===== config.mk =====
export PLATFORM = sky130hd
export DESIGN_NAME = c8ie_disp
export DESIGN_NICKNAME = d
export VERILOG_FILES = /design/src/assert_macros.svh /design/src/c8ie_pkg.sv /design/src/c8ie_disp.sv
export SDC_FILE = /design/constraint.sdc
export NUM_CORES = 2
export LEC_CHECK = 0
export ABC_AREA = 0
export BUFFER_PORTS_ARGS = -buffer_cell sky130_fd_sc_hd__buf_2
export CORE_MARGIN = 2
export CORE_UTILIZATION = 59
export CTS_BUF_LIST = sky130_fd_sc_hd__clkbuf_4 sky130_fd_sc_hd__clkbuf_8
export DETAILED_ROUTE_END_ITERATION = 12
export PLACE_DENSITY = 0.84
export SLEW_MARGIN = 0
export SYNTH_ARGS = -nofsm -noshare
export SYNTH_HDL_FRONTEND = slang
export SYNTH_SLANG_ARGS = --single-unit

===== constraint.sdc =====
create_clock -name clock -period 4.35 [get_ports clock]
set_clock_uncertainty 0.05 [all_clocks]
set_input_delay 0.435 -clock clock [delete_from_list [all_inputs] [get_ports clock]]
set_output_delay 0.435 -clock clock [all_outputs]
set_load 0.02 [all_outputs]

===== src/assert_macros.svh =====
// Assertion macros shared by the RTL
`ifndef ASSERT_MACROS_SVH
`define ASSERT_MACROS_SVH

// Property must hold at every clock edge outside reset
`define C8_ASSERT(lbl, clk, rst, prop, msg) \
   lbl: assert property (@(posedge clk) disable iff (rst) (prop)) else $error(msg);

// Condition must never be true outside reset
`define C8_NEVER(lbl, clk, rst, cond, msg) \
   lbl: assert property (@(posedge clk) disable iff (rst) !(cond)) else $error(msg);

`endif


===== src/c8ie_pkg.sv =====
// Types, constants and opcode codes of the CHIP-8 style execute core
package c8ie_pkg;

   localparam int MEM_BYTES     = 4096;
   localparam int STACK_DEPTH   = 16;
   localparam int SCREEN_WIDTH  = 64;
   localparam int SCREEN_HEIGHT = 32;
   localparam int FONT_BYTES    = 5;

   localparam int MemAw  = $clog2(MEM_BYTES);
   localparam int StkAw  = $clog2(STACK_DEPTH);
   localparam int RowAw  = $clog2(SCREEN_HEIGHT);
   localparam int PcW    = 13;
   localparam logic [PcW-1:0] PcReset = 13'd512;

   // item kinds
   localparam logic [1:0] KIND_LOAD = 2'd0;
   localparam logic [1:0] KIND_EXEC = 2'd1;
   localparam logic [1:0] KIND_TICK = 2'd2;
   localparam logic [1:0] KIND_ROW  = 2'd3;

   // major opcodes
   localparam logic [3:0] OP_SYS  = 4'h0;
   localparam logic [3:0] OP_JP   = 4'h1;
   localparam logic [3:0] OP_CALL = 4'h2;
   localparam logic [3:0] OP_SEQ  = 4'h3;
   localparam logic [3:0] OP_SNE  = 4'h4;
   localparam logic [3:0] OP_SEQR = 4'h5;
   localparam logic [3:0] OP_LD   = 4'h6;
   localparam logic [3:0] OP_ADD  = 4'h7;
   localparam logic [3:0] OP_ALU  = 4'h8;
   localparam logic [3:0] OP_SNER = 4'h9;
   localparam logic [3:0] OP_LDI  = 4'hA;
   localparam logic [3:0] OP_JPV0 = 4'hB;
   localparam logic [3:0] OP_RND  = 4'hC;
   localparam logic [3:0] OP_DRW  = 4'hD;
   localparam logic [3:0] OP_SKP  = 4'hE;
   localparam logic [3:0] OP_MISC = 4'hF;

   localparam logic [11:0] SYS_RET  = 12'h0EE;
   localparam logic [11:0] SYS_STOP = 12'h0FD;

   // 8XY? sub functions
   localparam logic [3:0] F8_LD   = 4'h0;
   localparam logic [3:0] F8_OR   = 4'h1;
   localparam logic [3:0] F8_AND  = 4'h2;
   localparam logic [3:0] F8_XOR  = 4'h3;
   localparam logic [3:0] F8_ADD  = 4'h4;
   localparam logic [3:0] F8_SUB  = 4'h5;
   localparam logic [3:0] F8_SHR  = 4'h6;
   localparam logic [3:0] F8_SUBN = 4'h7;
   localparam logic [3:0] F8_SHL  = 4'hE;

   localparam logic [7:0] EX_SKP  = 8'h9E;
   localparam logic [7:0] EX_SKNP = 8'hA1;

   localparam logic [7:0] FX_LDDT = 8'h07;
   localparam logic [7:0] FX_WKEY = 8'h0A;
   localparam logic [7:0] FX_SDT  = 8'h15;
   localparam logic [7:0] FX_ADDI = 8'h1E;
   localparam logic [7:0] FX_FONT = 8'h29;
   localparam logic [7:0] FX_STR  = 8'h55;
   localparam logic [7:0] FX_LDR  = 8'h65;

   typedef enum logic [3:0] {
      ALU_PASS, ALU_OR, ALU_AND, ALU_XOR, ALU_ADD, ALU_SUB, ALU_SUBN, ALU_SHR, ALU_SHL
   } alu_op_type;

   typedef struct packed {
      logic             we;
      logic [MemAw-1:0] addr;
      logic [7:0]       wdata;
   } mem_req_type;

   typedef struct packed {
      logic                    we;
      logic [RowAw-1:0]        addr;
      logic [SCREEN_WIDTH-1:0] wdata;
   } disp_req_type;

   typedef struct packed {
      logic wr_y;
      logic wr_x;
      logic wr_f;
   } plan_type;

endpackage


===== src/c8ie_disp.sv =====
// Display row store with per-row valid bits, registered read
module c8ie_disp import c8ie_pkg::*; (
   input  logic                    clock,
   input  logic                    reset,
   input  disp_req_type            req,
   output logic [SCREEN_WIDTH-1:0] rdata
);

   logic [SCREEN_WIDTH-1:0]  rows [SCREEN_HEIGHT];
   logic [SCREEN_HEIGHT-1:0] vld_ff;
   logic [SCREEN_WIDTH-1:0]  rdata_ff;
   logic                     rvld_ff;

   // row contents, no reset
   always_ff @(posedge clock) begin
      if (req.we) begin
         rows[req.addr] <= req.wdata;
      end
      rdata_ff <= rows[req.addr];
   end

   // a row never written reads as blank
   always_ff @(posedge clock) begin
      if (reset) begin
         vld_ff  <= '0;
         rvld_ff <= 1'b0;
      end else begin
         if (req.we) begin
            vld_ff[req.addr] <= 1'b1;
         end
         rvld_ff <= vld_ff[req.addr];
      end
   end

   assign rdata = rvld_ff ? rdata_ff : '0;

endmodule


-- After elaboration in Yosys (flattened, before gate mapping)
Memories as Yosys holds them, arrays and structs flattened. A register that Yosys moved wholly into a read port is not among the register bits.
Cells that the tools add are included.
- RAM bits: 2048
- input bits: 72
- output and inout port bits: 64
- register bits: 33
- logic and storage cells: 14
- memories kept: 1
- memories (name ; depth ; bits a word ; read ports ; clocked after memory_dff ; write ports ; line ; RTL):
    rows ; 32 ; 64 ; 1 ; 1 ; 1 ; c8ie_disp.sv:9 ; logic [SCREEN_WIDTH-1:0] rows [SCREEN_HEIGHT];
- reduce and logical (&&, ||, !) cells: 1
- order comparisons: 2
- mux-type cells: 7
- bitwise operators: 1
- operator list (cell ; count):
    $mux 64 ; 1
    $or 32x32->32 ; 1
    $lt 5x6->1 const B ; 1
    $bmux 1 s5 ; 1
    $demux 1 s5 ; 1
    $ge 5x1->1 const B ; 1
    $mux 1 ; 4
    $logic_and 1x1->1 ; 1

-- Logic depth before layout (Yosys ltp)
- word-level depth: 5
- depth in mapped cells: 7
- gate-level depth less buffers: 4

-- Worst setup path after synthesis
OpenSTA, ideal clock, no wires.
- path type: input port to flip-flop
- start: in req[64] (netlist name)
- end: mem rows[28][0] (enable)
- data required time: 3.812 ns
- library setup time: 0.488 ns
- cell stages on the path: 5
- setup slack: -0.294 ns
- arrival time: 4.106 ns
- buffers on the path: 3
- cell sequence: buf_2 buf_6 or3b_2 clkbuf_1 nor2_1
- RTL lines (element ; line ; RTL):
    start: declaration ; c8ie_disp.sv:5 ; input disp_req_type req,
    end: declaration ; c8ie_disp.sv:9 ;
No word-level cell before the write port.

-- Final worst setup path
- start: reg rvld_ff
- end: out rdata[26]
- longest elaborated chain between the ends: 1
- ends and longest elaborated chain (element ; line ; RTL):
    start: declaration ; c8ie_disp.sv:12 ; logic rvld_ff;
    start signal: assignment ; c8ie_disp.sv:31 ; rvld_ff <= vld_ff[req.addr];
    $mux 64 ; c8ie_disp.sv:35 ; assign rdata = rvld_ff ? rdata_ff : '0;
    end: declaration ; c8ie_disp.sv:6 ; output logic [SCREEN_WIDTH-1:0] rdata
No other way between the ends.

==> results.sh <==
export IMPL_post_dp_hpwl_mm=101
export IMPL_grt_pass1_vias=41578
export IMPL_endpoint_kind="output pin"
export IMPL_routed_wl_mm=206
export IMPL_slew_violations=0
export IMPL_hold_viol_final=0
export IMPL_max_freq_mhz=314
export IMPL_synthCells=3378
export IMPL_finalSetupTns_ns=0
export IMPL_slowest_delay_ns=1.02
export IMPL_drtIter0Drc=6821
export IMPL_cts_tree="yes"
export IMPL_period_needed_ns=3.18
export IMPL_cp_start_kind="flop"
export IMPL_regArea_sq_mm=0.0634
export IMPL_slowest_stage="dfxtp_4"
export IMPL_status="finished, final reports clean"
export IMPL_nFillCells=7309
export IMPL_required_ns=3.87
export IMPL_overflow=0
export IMPL_ir_drop_uv=254
export IMPL_finalNonFillerCells=5863
export IMPL_drc=0
export IMPL_avgSynthCellArea_sq_um=23.5
export IMPL_clkSinkCount=2145
export IMPL_rsz0062_at_grt="no"
export IMPL_post_drt_via_cell_ratio=7.02
export IMPL_cts_clk_slew_worst_paths_ns=0.06
export IMPL_path_delay_family="flip-flops"
export IMPL_synth_edf_count=2048
export IMPL_cp_arrival_ns=2.70
export IMPL_syn_nets=3450
export IMPL_die_h_um=371
export IMPL_dp_cells=5202
export IMPL_die_area_sq_mm=0.138
export IMPL_fp_dieW_um=371
export IMPL_critical_path_cell_chain="and2_1, buf_2"
export IMPL_finalPower_mw=42.1
export IMPL_r2r_slack_ns=2.25
export IMPL_grt_pass1_wl_mm=290
export IMPL_fin_crit_sh_pct=73.2
export IMPL_fp_coreArea_sq_mm=0.134
export IMPL_hold_path_class="in -> reg"
export IMPL_wire_per_inst_um=35.1
export IMPL_gp_congestion=0.768
export IMPL_cts_buffer_depth=4
export IMPL_num_rows=134
export IMPL_grt_max_degree=147
export IMPL_antenna_found_initial=12
export IMPL_async_flop_share_pct=0
export IMPL_leakagePower_nw=28.7
export IMPL_floorplan_initialDensity_pct=59.5
export IMPL_cp_buffers_inverters=1
export IMPL_worst_path_max_fanout=64
export IMPL_clkLatencyLatePin_ns=1.04
export IMPL_ctsRootBufferMaster="clkbuf_8"
export IMPL_max_cap_violations=0
export IMPL_synth_distinct_cells=32
export IMPL_yosysSeqAreaShare_pct=79.8
export IMPL_multi_input_area_sq_mm=0.0153
export IMPL_fin_nets=3910
export IMPL_yosys_most_used_dff="edfxtp_1"
export IMPL_worst_pin_slew_ns=1.25
export IMPL_relSlewSlack_pct=16.5
export IMPL_yosysWarnings=0
export IMPL_cts_made_buffers=334
export IMPL_io_buffers=135
export IMPL_netlist_area_sq_mm=0.0795
export IMPL_htree_levels=5
export IMPL_area_growth_pct=13.7
export IMPL_drive_gt1_share_pct=32.8
export IMPL_io_pins=136
export IMPL_path_class="reg -> out"
export IMPL_setup_viol=0
export IMPL_powerDensity_mw_per_mm2=466
export IMPL_dr_pass1_iters=6
export IMPL_vias=41149
export IMPL_grt_use_total_pct=30.2
export IMPL_ant_nets=0
export IMPL_yosys_register_bits=2145
-- report_power, final --
group | leakage [nW] | switching [mW] | internal (mW)
Sequential | 19.3 | 0.143 | 22.9
Combinational | 5.85 | 1.14 | 0.718
Clock | 3.58 | 7.60 | 9.54
-- worst reg2reg max path, stage by stage, from the launching register on --
cell and delay, ns:
dfxtp_1 0.33, mux2i_1 0.23, o221ai_1 0.19, a2111oi_0 0.52
a311oi_1 0.08, dlygate4sd3_1 0.59
-- layout make-up --
class                   count  area share [%]
flip-flops and latches   2145            70.2
clock inverters           106           0.967
diodes                      9          0.0249
repair buffers            311            2.85
clock buffers             478            6.48
well taps                1768            2.45
inverters                   1         0.00416
multi-input cells        1045            17.0
-- through the flow --
| step | setup WS [ns] | util (%) | cell area (sq um) | hold slack [ns] |
|---|---|---|---|---|
| floorplan | -0.294 | - | 79500 | 0.390 |
| global placement | 1.07 | 62.0 | 82900 | 0.398 |
| detailed placement | 1.09 | 62.0 | 82900 | 0.409 |
| CTS | 1.10 | 67.6 | 90300 | 0.163 |
| global route | 1.11 | 67.6 | 90300 | 0.264 |
| finish | 1.17 | 67.6 | 90300 | 0.243 |
-- routing by layer --
| metal | share of wire [%] | GRT usage [%] |
|---|---|---|
| met5 | 0.025 | 0 |
| met1 | 33 | 39.8 |
| met2 | 48 | 47.4 |
| met3 | 14 | 8.89 |
| met4 | 4.7 | 13.1 |
-- cell usage after synthesis (2+ instances only) --
cell type	instances	area (sq um)
a22oi_1	256	1920
and2_1	64	400
and3_1	2	12.5
buf_1	26	97.6
buf_2	41	205
buf_4	8	60.1
buf_6	24	270
clkbuf_1	87	327
dfxtp_1	97	1940
edfxtp_1	2048	61500
mux2i_1	16	160
mux4_2	512	11500
nand2b_1	2	12.5
nand3_1	3	15.0
nand3b_1	6	45.0
nand4_1	64	400
nor2_1	94	353
nor3_2	2	20.0
nor3b_1	3	22.5
o221ai_1	3	26.3
o22ai_1	5	31.3
or3_1	2	12.5
or3b_2	4	35.0
-- registers in the layout, indices dropped and copies added, names as in the netlist --
name,cells
rows,2048
vld_ff,32
rvld_ff,1
rdata_ff,64
-- cells in the final DEF (no fill, tap or decap), drive strengths merged, types with 4 or more instances in the layout --
| cell | instances |
|---|---|
| edfxtp | 2048 |
| mux4 | 512 |
| clkbuf | 478 |
| a22oi | 256 |
| buf | 243 |
| dfxtp | 97 |
| nor2 | 94 |
| clkinv | 83 |
| dlygate4sd3 | 68 |
| nand4 | 64 |
| and2 | 64 |
| mux2i | 16 |
| bufinv | 15 |
| diode | 9 |
| nand3b | 6 |
| o22ai | 5 |
| or3b | 5 |
| inv | 5 |
| clkinvlp | 4 |
-- path summary, 6_finish.rpt --
check              from           end  depth (start not counted)
max             rvld_ff     rdata[26]                          2
min             req[64]  rdata_ff[23]                          4
max reg2reg   vld_ff[8]       rvld_ff                          5
min reg2reg  vld_ff[28]    vld_ff[28]                          1
-- kinds of logic after synthesis --
kind of cell / count (synthesis) / synth area share [%]
AOI/OAI and AO/OA: 269 / 2.54
buffers and inverters: 188 / 1.22
DFF: 2145 / 79.8
muxes: 528 / 14.7
and+or+nand+nor: 248 / 1.69
-- repair_timing --
item / CTS / global route
buffers inserted: 0 / 0
hold buffers: 68 / 0
endpoints found under the hold margin: 2085 / 0
gates resized for setup: 0 / 0
Power figures use the tool's default switching activity.
