File: src/assert_macros.svh
// Assertion macros shared by the RTL
`ifndef ASSERT_MACROS_SVH
`define ASSERT_MACROS_SVH

// Property must hold at every clock edge outside reset
`define C8_ASSERT(lbl, clk, rst, prop, msg) \
   lbl: assert property (@(posedge clk) disable iff (rst) (prop)) else $error(msg);

// Condition must never be true outside reset
`define C8_NEVER(lbl, clk, rst, cond, msg) \
   lbl: assert property (@(posedge clk) disable iff (rst) !(cond)) else $error(msg);

`endif

File: src/c8ie_pkg.sv
// Types, constants and opcode codes of the CHIP-8 style execute core
package c8ie_pkg;

   localparam int MEM_BYTES     = 4096;
   localparam int STACK_DEPTH   = 16;
   localparam int SCREEN_WIDTH  = 64;
   localparam int SCREEN_HEIGHT = 32;
   localparam int FONT_BYTES    = 5;

   localparam int MemAw  = $clog2(MEM_BYTES);
   localparam int StkAw  = $clog2(STACK_DEPTH);
   localparam int RowAw  = $clog2(SCREEN_HEIGHT);
   localparam int PcW    = 13;
   localparam logic [PcW-1:0] PcReset = 13'd512;

   // item kinds
   localparam logic [1:0] KIND_LOAD = 2'd0;
   localparam logic [1:0] KIND_EXEC = 2'd1;
   localparam logic [1:0] KIND_TICK = 2'd2;
   localparam logic [1:0] KIND_ROW  = 2'd3;

   // major opcodes
   localparam logic [3:0] OP_SYS  = 4'h0;
   localparam logic [3:0] OP_JP   = 4'h1;
   localparam logic [3:0] OP_CALL = 4'h2;
   localparam logic [3:0] OP_SEQ  = 4'h3;
   localparam logic [3:0] OP_SNE  = 4'h4;
   localparam logic [3:0] OP_SEQR = 4'h5;
   localparam logic [3:0] OP_LD   = 4'h6;
   localparam logic [3:0] OP_ADD  = 4'h7;
   localparam logic [3:0] OP_ALU  = 4'h8;
   localparam logic [3:0] OP_SNER = 4'h9;
   localparam logic [3:0] OP_LDI  = 4'hA;
   localparam logic [3:0] OP_JPV0 = 4'hB;
   localparam logic [3:0] OP_RND  = 4'hC;
   localparam logic [3:0] OP_DRW  = 4'hD;
   localparam logic [3:0] OP_SKP  = 4'hE;
   localparam logic [3:0] OP_MISC = 4'hF;

   localparam logic [11:0] SYS_RET  = 12'h0EE;
   localparam logic [11:0] SYS_STOP = 12'h0FD;

   // 8XY? sub functions
   localparam logic [3:0] F8_LD   = 4'h0;
   localparam logic [3:0] F8_OR   = 4'h1;
   localparam logic [3:0] F8_AND  = 4'h2;
   localparam logic [3:0] F8_XOR  = 4'h3;
   localparam logic [3:0] F8_ADD  = 4'h4;
   localparam logic [3:0] F8_SUB  = 4'h5;
   localparam logic [3:0] F8_SHR  = 4'h6;
   localparam logic [3:0] F8_SUBN = 4'h7;
   localparam logic [3:0] F8_SHL  = 4'hE;

   localparam logic [7:0] EX_SKP  = 8'h9E;
   localparam logic [7:0] EX_SKNP = 8'hA1;

   localparam logic [7:0] FX_LDDT = 8'h07;
   localparam logic [7:0] FX_WKEY = 8'h0A;
   localparam logic [7:0] FX_SDT  = 8'h15;
   localparam logic [7:0] FX_ADDI = 8'h1E;
   localparam logic [7:0] FX_FONT = 8'h29;
   localparam logic [7:0] FX_STR  = 8'h55;
   localparam logic [7:0] FX_LDR  = 8'h65;

   typedef enum logic [3:0] {
      ALU_PASS, ALU_OR, ALU_AND, ALU_XOR, ALU_ADD, ALU_SUB, ALU_SUBN, ALU_SHR, ALU_SHL
   } alu_op_type;

   typedef struct packed {
      logic             we;
      logic [MemAw-1:0] addr;
      logic [7:0]       wdata;
   } mem_req_type;

   typedef struct packed {
      logic                    we;
      logic [RowAw-1:0]        addr;
      logic [SCREEN_WIDTH-1:0] wdata;
   } disp_req_type;

   typedef struct packed {
      logic wr_y;
      logic wr_x;
      logic wr_f;
   } plan_type;

endpackage

File: src/c8ie_alu.sv
// Shared 8-bit ALU: logic ops, add/sub with flag, shifts, equality
module c8ie_alu import c8ie_pkg::*; (
   input  alu_op_type  op,
   input  logic [7:0]  a,
   input  logic [7:0]  b,
   output logic [7:0]  res,
   output logic        flag,
   output logic        eq
);

   logic [8:0] sum;

   assign sum = {1'b0, a} + {1'b0, b};
   assign eq  = (a == b);

   always_comb begin
      res  = b;
      flag = 1'b0;
      case (op)
         ALU_PASS: res = b;
         ALU_OR:   res = a | b;
         ALU_AND:  res = a & b;
         ALU_XOR:  res = a ^ b;
         ALU_ADD: begin
            res  = sum[7:0];
            flag = sum[8];
         end
         ALU_SUB: begin
            res  = a - b;
            flag = (a >= b);
         end
         ALU_SUBN: begin
            res  = b - a;
            flag = (b >= a);
         end
         ALU_SHR: begin
            res  = {1'b0, b[7:1]};
            flag = b[0];
         end
         ALU_SHL: begin
            res  = {b[6:0], 1'b0};
            flag = b[7];
         end
         default: res = b;
      endcase
   end

endmodule

File: config.mk
export PLATFORM = sky130hd
export DESIGN_NAME = c8ie_alu
export DESIGN_NICKNAME = d
export VERILOG_FILES = /design/src/assert_macros.svh /design/src/c8ie_pkg.sv /design/src/c8ie_alu.sv
export SDC_FILE = /design/constraint.sdc
export NUM_CORES = 1
export LEC_CHECK = 0
export CAP_MARGIN = 10
export CORE_MARGIN = 2
export CORE_UTILIZATION = 55
export DETAILED_ROUTE_END_ITERATION = 8
export DONT_BUFFER_PORTS = 1
export PLACE_DENSITY = 0.75
export SLEW_MARGIN = 20
export SYNTH_ARGS = -nofsm -noshare
export SYNTH_HDL_FRONTEND = slang
export SYNTH_SLANG_ARGS = --single-unit
File: constraint.sdc
create_clock -name vclk -period 2.55
set_clock_uncertainty 0.1 [all_clocks]
set_input_delay 0 -clock vclk [all_inputs]
set_output_delay 0 -clock vclk [all_outputs]
set_load 0.02 [all_outputs]
* Yosys cells after proc, flatten, opt, wreduce, memory -nomap -nowiden *
Cells that the tools add are included.

word-level totals
  flip-flop bits (word level) = 0
  latch bits = 0
  memory bits (writable) = 0
  bits in read-only memories = 0
  input bits = 20
  output and inout port bits = 10
  logic and storage cells = 19
  memories kept = 0

cells by class
  $add $sub $neg = 3
  multiply operators = 0
  divide/modulo/power cells = 0
  order comparisons = 2
  eq/ne operators = 9
  shifts and indexed selects = 0
  muxes and demuxes = 2
  bitwise logic cells = 3
  reduce and logical (&&, ||, !) cells = 0

operators with widths
  operator                                                          number
  8-bit case mux with 8 select lines                                1
  4-bit by 3-bit == test with 1-bit output (second input constant)  4
  8-bit >= comparator                                               2
  8-bit subtractor                                                  2
  8-bit by 8-bit adder with 9-bit output                            1
  8-bit bitwise AND                                                 1
  4-bit by 2-bit == test with 1-bit output (second input constant)  2
  8-bit == test                                                     1
  8-bit OR                                                          1
  8-bit bitwise XOR                                                 1
  1-bit case mux with 5 select lines                                1
  4-bit by 1-bit == test with 1-bit output (second input constant)  1
  4-bit == test (second input constant)                             1

* Longest topological paths before layout *
Gate-level depths: netlist (run 1).

  depth in word-level cells = 2
  gate-level depth with buffers = 9
  depth with buffers taken out = 9

* Worst setup path before layout (run 1) *
Ideal clock, no wire load.

  path type = input-to-output
  from = input a[2]
  to = output flag
  data arrival time = 1.936 ns
  data required time = 2.450 ns
  path slack = 0.514 ns
  stages = 9
  buffers on the path = 1
  cells stage by stage = inv_1 -> ha_1 -> buf_6 -> or4_1 -> nor3_1 -> nor2_1 -> o221ai_1 -> nand2_1 -> nand4_1

between the ends
  word-level cells in the longest chain between the ends = 2
  elaborated cells between the ends (all ways) = 4
  those cells by class = add/sub (1); order compare (2); mux (1)

ends and longest elaborated chain
  item                                                                  RTL line        RTL
  start, declared                                                       c8ie_alu.sv:4   input logic [7:0] a,
  8-bit by 8-bit adder with 9-bit output, or another cell as far along  c8ie_alu.sv:13  assign sum = {1'b0, a} + {1'b0, b};
  1-bit case mux with 5 select lines (*)                                c8ie_alu.sv:19  case (op)
  end, declared                                                         c8ie_alu.sv:7   output logic flag,

Every way passes the cells marked *; elsewhere a longest branch is shown, timed or not.

* Worst setup path after layout (run 1) *
  from = input a[2]
  to = output res[5]

between the ends
  word-level cells in the longest chain between the ends = 2
  elaborated cells between the ends (all ways) = 4
  those cells by class = add/sub (3); mux (1)

ends and longest elaborated chain
  item                                            RTL line        RTL
  8-bit subtractor, or another cell as far along  c8ie_alu.sv:33  res = b - a;
  8-bit case mux with 8 select lines (*)          c8ie_alu.sv:19
  end, declared                                   c8ie_alu.sv:6   output logic [7:0] res,

Marked as above.

==> results of run 1 <==
cell usage in the layout (no fill, tap or decap), types with 3 or more instances in the layout:
| cell | count |
|---|---|
| ha_1 | 34 |
| nor2_1 | 32 |
| inv_1 | 24 |
| o21ai_0 | 17 |
| a21oi_1 | 17 |
| nand2_1 | 16 |
| nor3_1 | 12 |
| mux2_2 | 6 |
| nand2b_1 | 6 |
| a211oi_1 | 6 |
| o221ai_1 | 6 |
| buf_4 | 6 |
| nor2b_1 | 5 |
| xnor2_1 | 5 |
| o21a_1 | 5 |
| o22ai_1 | 4 |
| a32oi_1 | 4 |
| xor2_1 | 3 |
| a221oi_1 | 3 |
| a22oi_1 | 3 |
| o31ai_1 | 3 |
| mux2i_1 | 3 |
| nand4_1 | 3 |
| or3_1 | 3 |
| or4_1 | 3 |
| fa_1 | 3 |
cell families after synthesis:
kind of cell | after synthesis | share of synthesized area (%)
multiplexers | 9 | 5.16
AND/OR/NAND/NOR | 90 | 23.4
buffers and inverters | 41 | 8.74
AO/OA/AOI/OAI | 90 | 33.4
XOR/XNOR | 8 | 3.71
adder cells (fa/ha/maj) | 37 | 25.7
routing by layer:
layer | vias up | routed length [microns] | global-route usage [%]
li1 | 985 | - | -
met1 | 926 | 2480 | 39.5
met2 | 120 | 2540 | 48.8
met3 | 17 | 553 | 5.23
met4 | 0 | 142 | 6.94
met5 | - | 0 | 0
area by class of cell:
| class | instances | area share [%] |
|---|---|---|
| multi-input combinational | 234 | 90.0 |
| timing repair buffer | 6 | 2.35 |
| inverter | 24 | 4.70 |
| tap | 46 | 3.00 |
through the flow:
stage               setup WS [ps]  instances  hold WS [ps]
floorplan                     514        275           111
global placement              489        310           127
detailed placement            462        310           122
CTS                           462        310           122
global route                  334        310           135
finish                        434        310           121
power by group through the flow:
| stage | clock network [mW] | logic (mW) | registers, mW |
|---|---|---|---|
| 2_1_floorplan | 0 | 0.306 | 0 |
| 3_3_place_gp | 0 | 0.357 | 0 |
| 3_5_place_dp | 0 | 0.359 | 0 |
| 4_1_cts | 0 | 0.361 | 0 |
| 5_1_grt | 0 | 0.406 | 0 |
| 6_report | 0 | 0.369 | 0 |
final timing paths:
path	from	end	slack, ps	cells after the start
min	op[3]	res[0]	120	2
max	a[2]	res[5]	430	9
==> results.sh, run 1 <==
export IMPL_crit_family="compound AO/OA/AOI/OAI gates"
export IMPL_track_usage_pct=29.4
export IMPL_p_sw_share_pct=58.8
export IMPL_cp_start_kind="input pin"
export IMPL_ys_warn_count=0
export IMPL_tightest_slew_ps=645
export IMPL_max_stage_delay_ps=450
export IMPL_io_pins=30
export IMPL_relSlewSlack_pct=56.9
export IMPL_detail_route_first_pass_iterations=5
export IMPL_postCtsHoldBufs=0
export IMPL_fin_crit_ps=2120
export IMPL_dieArea_sq_um=3920
export IMPL_gr_total_overflow=0
export IMPL_via_count=2048
export IMPL_routed_wl_mm=5.71
export IMPL_place_hpwl_mm=4.30
export IMPL_die_width_microns=62.6
export IMPL_power_total_uw=369
export IMPL_drtAntennaViolNets=0
export IMPL_synthTopCellsByCount="ha_1, nor2_1, inv_1"
export IMPL_fmax_mhz=473
export IMPL_slowest_stage="ha_1"
export IMPL_hold_class="in -> out"
export IMPL_setup_viol=0
export IMPL_stdcell_area_sq_um=1920
export IMPL_switchingPower_uw=217
export IMPL_clkPwrFrac_pct=0
export IMPL_crit_type="in -> out"
export IMPL_finalHoldViolCount=0
export IMPL_die_y_microns=62.6
export IMPL_std_cell_rows=21
export IMPL_drc=0
export IMPL_rsz0062_at_grt="false"
export IMPL_post_cts_buffers=0
export IMPL_viasPerCell=6.61
export IMPL_ir_worst_vdd_mv=0.0996
export IMPL_slew_violations=0
export IMPL_pwr_share_comb_pct=100.0
export IMPL_fill_cells=344
export IMPL_ctsResizeCount=0
export IMPL_coreArea_sq_um=3310
export IMPL_ys_types=53
export IMPL_netlist_instances=275
export IMPL_crit_path_frequent_cell="inv_1"
export IMPL_maxCapViolations=0
export IMPL_arrival_ps=2020
export IMPL_grt_max_degree=30
export IMPL_nNetsFinal=323
export IMPL_worstPathMaxFanout=9
export IMPL_endpoint_kind="output port"
export IMPL_final_layout_size_suffix_gt1_share_pct=6.44
export IMPL_worst_endpoint_required_ps=2450
export IMPL_seqPwrFrac_pct=0
export IMPL_synth_area_leaders="ha_1, nor2_1, inv_1, a21oi_1, o21ai_0"
export IMPL_grt_pass1_vias=1934
export IMPL_wire_per_inst_microns=18.4
export IMPL_multi_input_comb_area_sq_um=1730
export IMPL_area_growth_pct=1.46
export IMPL_antenna_found_initial=0
export IMPL_status="completed"
export IMPL_leakagePower_nw=0.815
export IMPL_io_buffers=0
export IMPL_floorplan_initialDensity_pct=57.1
export IMPL_drtIter0Drc=220
export IMPL_min_period_over_period_pct=83.0
export IMPL_synth_area_sq_um=1890
export IMPL_avgSynthCellArea_sq_um=6.87
export IMPL_intPower_uw=152
export IMPL_grt_first_pass_wirelength_mm=9.58
export IMPL_synth_top_area_cell="ha_1"
export IMPL_sequential_cell_total=0
export IMPL_place_congestion=0.983
export IMPL_crit_chain="inv_1 -> ha_1 -> inv_1 -> o221ai_1 -> nor2b_1 -> o211ai_1 -> a2111o_1 -> a32oi_1 -> buf_4"
export IMPL_final_core_util_pct=57.9
export IMPL_syn_nets=332
export IMPL_regArea_sq_um=0
export IMPL_synth_most_common_cell="ha_1"
export IMPL_cp_num_buf_inv=3
export IMPL_diodes=0
export IMPL_post_synth_top_area_fraction_pct=22.5
export IMPL_final_setup_tns_ps=0
export IMPL_p_per_area_nw_per_um2=192
export IMPL_clkbuf_count=0
export IMPL_ys_seq_area_share_pct=0
export IMPL_dpl_cell_area_sq_um=1920
Note: power is estimated with default switching activity, not from simulation.
==> run 2, diff against run 1 <==
==> constraint.sdc (replaced) <==
create_clock -name vclk -period 2.22
set_clock_uncertainty 0.1 [all_clocks]
set_input_delay 0 -clock vclk [all_inputs]
set_output_delay 0 -clock vclk [all_outputs]
set_load 0.02 [all_outputs]
==> run 2 against run 1 <==
Wire length is 2.3% higher. Sequential share of layout area did not move. Die area did not move. Setup slack worse by 290 ps. Combinational power grew 21%. Largest power group unchanged. Highest routed layer unchanged. Final cell count up 2.6%. First-iteration DRC count stayed put. Cell area grew 3.1%. Critical endpoint is now res[6].
==> results.sh, run 2 (synthesis gave the netlist of run 1 again) <==
export IMPL_routed_wl_mm=5.84
export IMPL_clkbuf_count=0
export IMPL_final_cell_mix="ha_1, nor2_1, inv_1"
export IMPL_grt_max_degree=30
export IMPL_drc=0
export IMPL_fill_cells=346
export IMPL_ctsResizeCount=0
export IMPL_hold_class="in -> out"
export IMPL_slowest_stage="o32a_1"
export IMPL_ir_worst_vdd_mv=0.102
export IMPL_die_y_microns=62.6
export IMPL_arrival_ps=1970
export IMPL_finalWorstSetupSlack_ps=148
export IMPL_fmax_mhz=483
export IMPL_min_delay_worst_endpoint="res[0]"
export IMPL_relSlewSlack_pct=61.1
export IMPL_stdcell_area_sq_um=1980
export IMPL_finalHoldViolCount=0
export IMPL_drtAntennaViolNets=0
export IMPL_nNetsFinal=331
export IMPL_postCtsHoldBufs=0
export IMPL_hp_start="op[3]"
export IMPL_p_per_area_nw_per_um2=225
export IMPL_detail_route_first_pass_iterations=5
export IMPL_final_setup_tns_ps=0
export IMPL_crit_chain="ha_1 -> inv_1 -> fa_1 -> nor2b_4 -> o31a_1 -> o21a_1 -> mux2_2 -> a32o_1 -> o32a_1"
export IMPL_floorplan_initialDensity_pct=57.1
export IMPL_post_place_ws_ps=176
export IMPL_io_buffers=0
export IMPL_maxCapViolations=0
export IMPL_place_congestion=0.968
export IMPL_fin_crit_ps=2070
export IMPL_endpoint_kind="output port"
export IMPL_viasPerCell=6.68
export IMPL_dieArea_sq_um=3920
export IMPL_slew_violations=0
export IMPL_crit_type="in -> out"
export IMPL_worstPathMaxFanout=3
export IMPL_diodes=0
export IMPL_worst_endpoint_required_ps=2120
export IMPL_max_stage_delay_ps=380
export IMPL_gr_total_overflow=0
export IMPL_rsz0062_at_grt="false"
export IMPL_io_pins=30
export IMPL_leakagePower_nw=0.854
export IMPL_die_width_microns=62.6
export IMPL_grt_pass1_vias=1985
export IMPL_regArea_sq_um=0
export IMPL_area_growth_pct=4.63
export IMPL_layout_commonest_cell="ha_1"
export IMPL_antenna_found_initial=0
export IMPL_grt_first_pass_wirelength_mm=9.56
export IMPL_tightest_slew_ps=582
export IMPL_place_hpwl_mm=4.56
export IMPL_drtIter0Drc=220
export IMPL_status="completed"
export IMPL_min_period_over_period_pct=93.3
export IMPL_via_count=2123
export IMPL_crit_family="compound AO/OA/AOI/OAI gates"
export IMPL_whs_path_depth=2
export IMPL_cp_num_buf_inv=1
export IMPL_cp_start_kind="input pin"
export IMPL_std_cell_rows=21
export IMPL_final_layout_size_suffix_gt1_share_pct=9.19
export IMPL_track_usage_pct=29.5
export IMPL_dpl_cell_area_sq_um=1980
export IMPL_sequential_cell_total=0
export IMPL_post_cts_buffers=0
export IMPL_setup_viol=0
export IMPL_coreArea_sq_um=3310
export IMPL_wire_per_inst_microns=18.4
## run 2: power breakdown
part           leakage (nW)  internal (mW)  switching [mW]
clock network             0              0               0
logic                 0.854          0.189           0.256
registers                 0              0               0
total                 0.854          0.189           0.256
## run 2: layout make-up
cell class                      count  area (sq um)  share of cell area (%)
Timing Repair Buffer               14           105                    5.31
Multi-Input combinational cell    234          1730                    87.2
Tap cell                           46          57.6                    2.91
Inverter                           24          90.1                    4.55
## run 2: worst max-delay path by stage
stage	cells after the start	slack (ps)	end	startpoint
6_report	9	150	res[6]	a[0]
5_1_grt	8	50	flag	b[4]
4_1_cts	9	170	res[6]	a[0]
3_5_place_dp	9	180	res[6]	a[0]
3_3_place_gp	9	230	res[6]	a[0]
2_1_floorplan	9	180	flag	a[2]
## run 2: metal layers
metal  wire (microns)  share of wire, %  track usage [%]
met4              187               3.2             9.72
met3              443               7.6             2.70
met5                0                 0                0
met2             2740                47             49.6
met1             2470                42             39.6
## run 2: per-stage QoR
stage                     util [%]  power, mW  instances  hold WS (ps)
after floorplan                  -      0.351        275           111
after global placement        59.8      0.428        318           126
after detailed placement      59.8      0.433        318           122
after CTS                     59.8      0.436        318           126
after global routing          59.8      0.485        318           139
final                         59.8      0.445        318           128
==> run 3, diff against run 2 <==
--- a/config.mk
+++ b/config.mk
@@ -5,6 +5,7 @@
 export SDC_FILE = /design/constraint.sdc
 export NUM_CORES = 1
 export LEC_CHECK = 0
+export ABC_AREA = 1
 export CAP_MARGIN = 10
 export CORE_MARGIN = 2
 export CORE_UTILIZATION = 55
@@ -15,3 +16,4 @@
 export SYNTH_ARGS = -nofsm -noshare
 export SYNTH_HDL_FRONTEND = slang
 export SYNTH_SLANG_ARGS = --single-unit
+export TNS_END_PERCENT = 20
==> run 3 against run 2 <==
Wire length is 11% lower. Sequential share of layout area stayed put. Via count is 0.19% lower. Combinational power is 9.2% lower. Global-route usage is 0.11 points lower. Non-clock buffer count is 14 lower. Die area is 4.0% lower. Critical path depth is 3 higher. Maximum frequency is 18% higher. Total power is 9.1% lower. Largest cell class unchanged.
==> results.sh, run 3 <==
export IMPL_ir_worst_vdd_mv=0.111
export IMPL_place_congestion=0.967
export IMPL_coreArea_sq_um=3100
export IMPL_grt_first_pass_wirelength_mm=8.43
export IMPL_cp_start_kind="input pin"
export IMPL_ys_types=30
export IMPL_ys_warn_count=0
export IMPL_io_buffers=0
export IMPL_dp_cells=362
export IMPL_synthTopCellsByCount="nand2_1, inv_1, nand3_1"
export IMPL_seqPwrFrac_pct=0
export IMPL_synth_most_common_cell="nand2_1"
export IMPL_pwr_share_comb_pct=100.0
export IMPL_synth_top_area_cell="ha_1"
export IMPL_fmax_mhz=571
export IMPL_switchingPower_uw=282
export IMPL_p_sw_share_pct=69.8
export IMPL_worst_endpoint_required_ps=2120
export IMPL_grt_max_degree=12
export IMPL_syn_nets=380
export IMPL_cp_endpoint="res[7]"
export IMPL_clkbuf_count=0
export IMPL_detail_route_first_pass_iterations=6
export IMPL_dieArea_sq_um=3770
export IMPL_via_count=2119
export IMPL_post_synth_top_area_fraction_pct=23.5
export IMPL_die_width_microns=61.4
export IMPL_area_growth_pct=0.553
export IMPL_final_cell_mix="nand2_1, inv_1, nand3_1"
export IMPL_endpoint_kind="output port"
export IMPL_multi_input_comb_area_sq_um=1540
export IMPL_avgSynthCellArea_sq_um=5.61
export IMPL_netlist_instances=323
export IMPL_final_core_util_pct=58.7
export IMPL_routed_wl_mm=5.22
export IMPL_diodes=0
export IMPL_final_layout_size_suffix_gt1_share_pct=5.97
export IMPL_postCtsHoldBufs=0
export IMPL_p_per_area_nw_per_um2=222
export IMPL_arrival_ps=1650
export IMPL_viasPerCell=5.85
export IMPL_post_cts_buffers=0
export IMPL_layout_commonest_cell="nand2_1"
export IMPL_drtIter0Drc=256
export IMPL_drc=0
export IMPL_dpl_cell_area_sq_um=1820
export IMPL_nNetsFinal=377
export IMPL_fin_cells=362
export IMPL_relSlewSlack_pct=66.7
export IMPL_ctsResizeCount=0
export IMPL_stdcell_area_sq_um=1820
export IMPL_tightest_slew_ps=497
export IMPL_rsz0062_at_grt="false"
export IMPL_worstPathMaxFanout=11
export IMPL_floorplan_initialDensity_pct=58.3
export IMPL_synth_area_leaders="ha_1, nand2_1, nand3_1, inv_1, nor2_1"
export IMPL_track_usage_pct=29.4
export IMPL_gr_total_overflow=0
export IMPL_synth_area_sq_um=1810
export IMPL_wire_per_inst_microns=14.4
export IMPL_sequential_cell_total=0
export IMPL_intPower_uw=122
export IMPL_std_cell_rows=20
export IMPL_die_y_microns=61.4
export IMPL_ys_seq_area_share_pct=0
export IMPL_antenna_found_initial=0
export IMPL_regArea_sq_um=0
export IMPL_finalHoldViolCount=0
export IMPL_min_period_over_period_pct=78.8
export IMPL_status="completed"
export IMPL_crit_path_start="b[4]"
export IMPL_place_hpwl_mm=4.23
export IMPL_hold_class="in -> out"
export IMPL_fin_crit_ps=1750
export IMPL_io_pins=30
export IMPL_final_setup_tns_ps=0
export IMPL_fill_cells=349
export IMPL_maxCapViolations=0
export IMPL_setup_viol=0
export IMPL_clkPwrFrac_pct=0
export IMPL_grt_pass1_vias=1843
export IMPL_leakagePower_nw=1.06
export IMPL_crit_type="in -> out"
export IMPL_slew_violations=0
export IMPL_drtAntennaViolNets=0
export IMPL_hp_start="b[5]"
==> run 3: cell count changes after synthesis, moves of 6 or more <==
cell      change
nand2_1      +77
nand3_1      +45
inv_1        +27
clkbuf_1     -11
nor3_1       -10
inv_2         +8
o21ai_0       -8
o22ai_1       +8
a211oi_1      -6
a21oi_1       -6
mux2_2        -6
nand2b_1      -6
nor2_1        -6
==> run 3: cells by family (layout without fill, tap and decap cells) <==
kind of cell	after synthesis	count (layout)	share of synthesized area [%]
AOI/OAI and AO/OA	42	42	14.6
and+or+nand+nor	180	180	43.9
buffers and inverters	64	59	14.7
adders and majority gates	37	37	26.8
==> run 3: final cells by class <==
type	count	share of cell area [%]
tap	44	3.02
inverter	59	12.2
multi-input combinational	259	84.8
==> run 3: stage by stage <==
stage	power, mW	hold slack, ps	setup WS [ps]
2_1_floorplan	0.327	73.5	793
6_report	0.404	79.7	470
4_1_cts	0.394	84.2	505
3_3_place_gp	0.392	80.7	553
3_5_place_dp	0.391	84.3	511
5_1_grt	0.450	98.4	225
==> run 3: how the worst min path moves through the flow <==
| stage | cells past startpoint | to | slack, ps |
|---|---|---|---|
| 3_3_place_gp | 2 | res[0] | 80 |
| 5_1_grt | 2 | res[6] | 100 |
| 4_1_cts | 2 | res[5] | 80 |
| 2_1_floorplan | 2 | res[0] | 70 |
| 6_report | 2 | res[5] | 80 |
| 3_5_place_dp | 2 | res[5] | 80 |
==> run 3: worst max-delay path: stages <==
cell and delay (ps):
inv_1 60, ha_1 530, inv_1 180, nand2_1 100, nand2_1 90, a21oi_1 190, nand2_1 80, nand2_1 60
nand3_1 70, nand2_1 90, nor2_1 50, nand2_1 160
==> run 3: power by group through the flow <==
stage          Clock, mW  Combinational (mW)  Sequential [mW]
4_1_cts                0               0.394                0
6_report               0               0.404                0
3_3_place_gp           0               0.392                0
3_5_place_dp           0               0.391                0
5_1_grt                0               0.450                0
2_1_floorplan          0               0.327                0
==> run 3: per-layer routing <==
| metal | routed length (microns) | global-route usage (%) | vias to the layer above |
|---|---|---|---|
| met2 | 2220 | 45.7 | 135 |
| met5 | 0 | 0 | - |
| met1 | 2250 | 42.7 | 929 |
| li1 | - | - | 1038 |
| met4 | 129 | 7.29 | 0 |
| met3 | 622 | 4.41 | 17 |
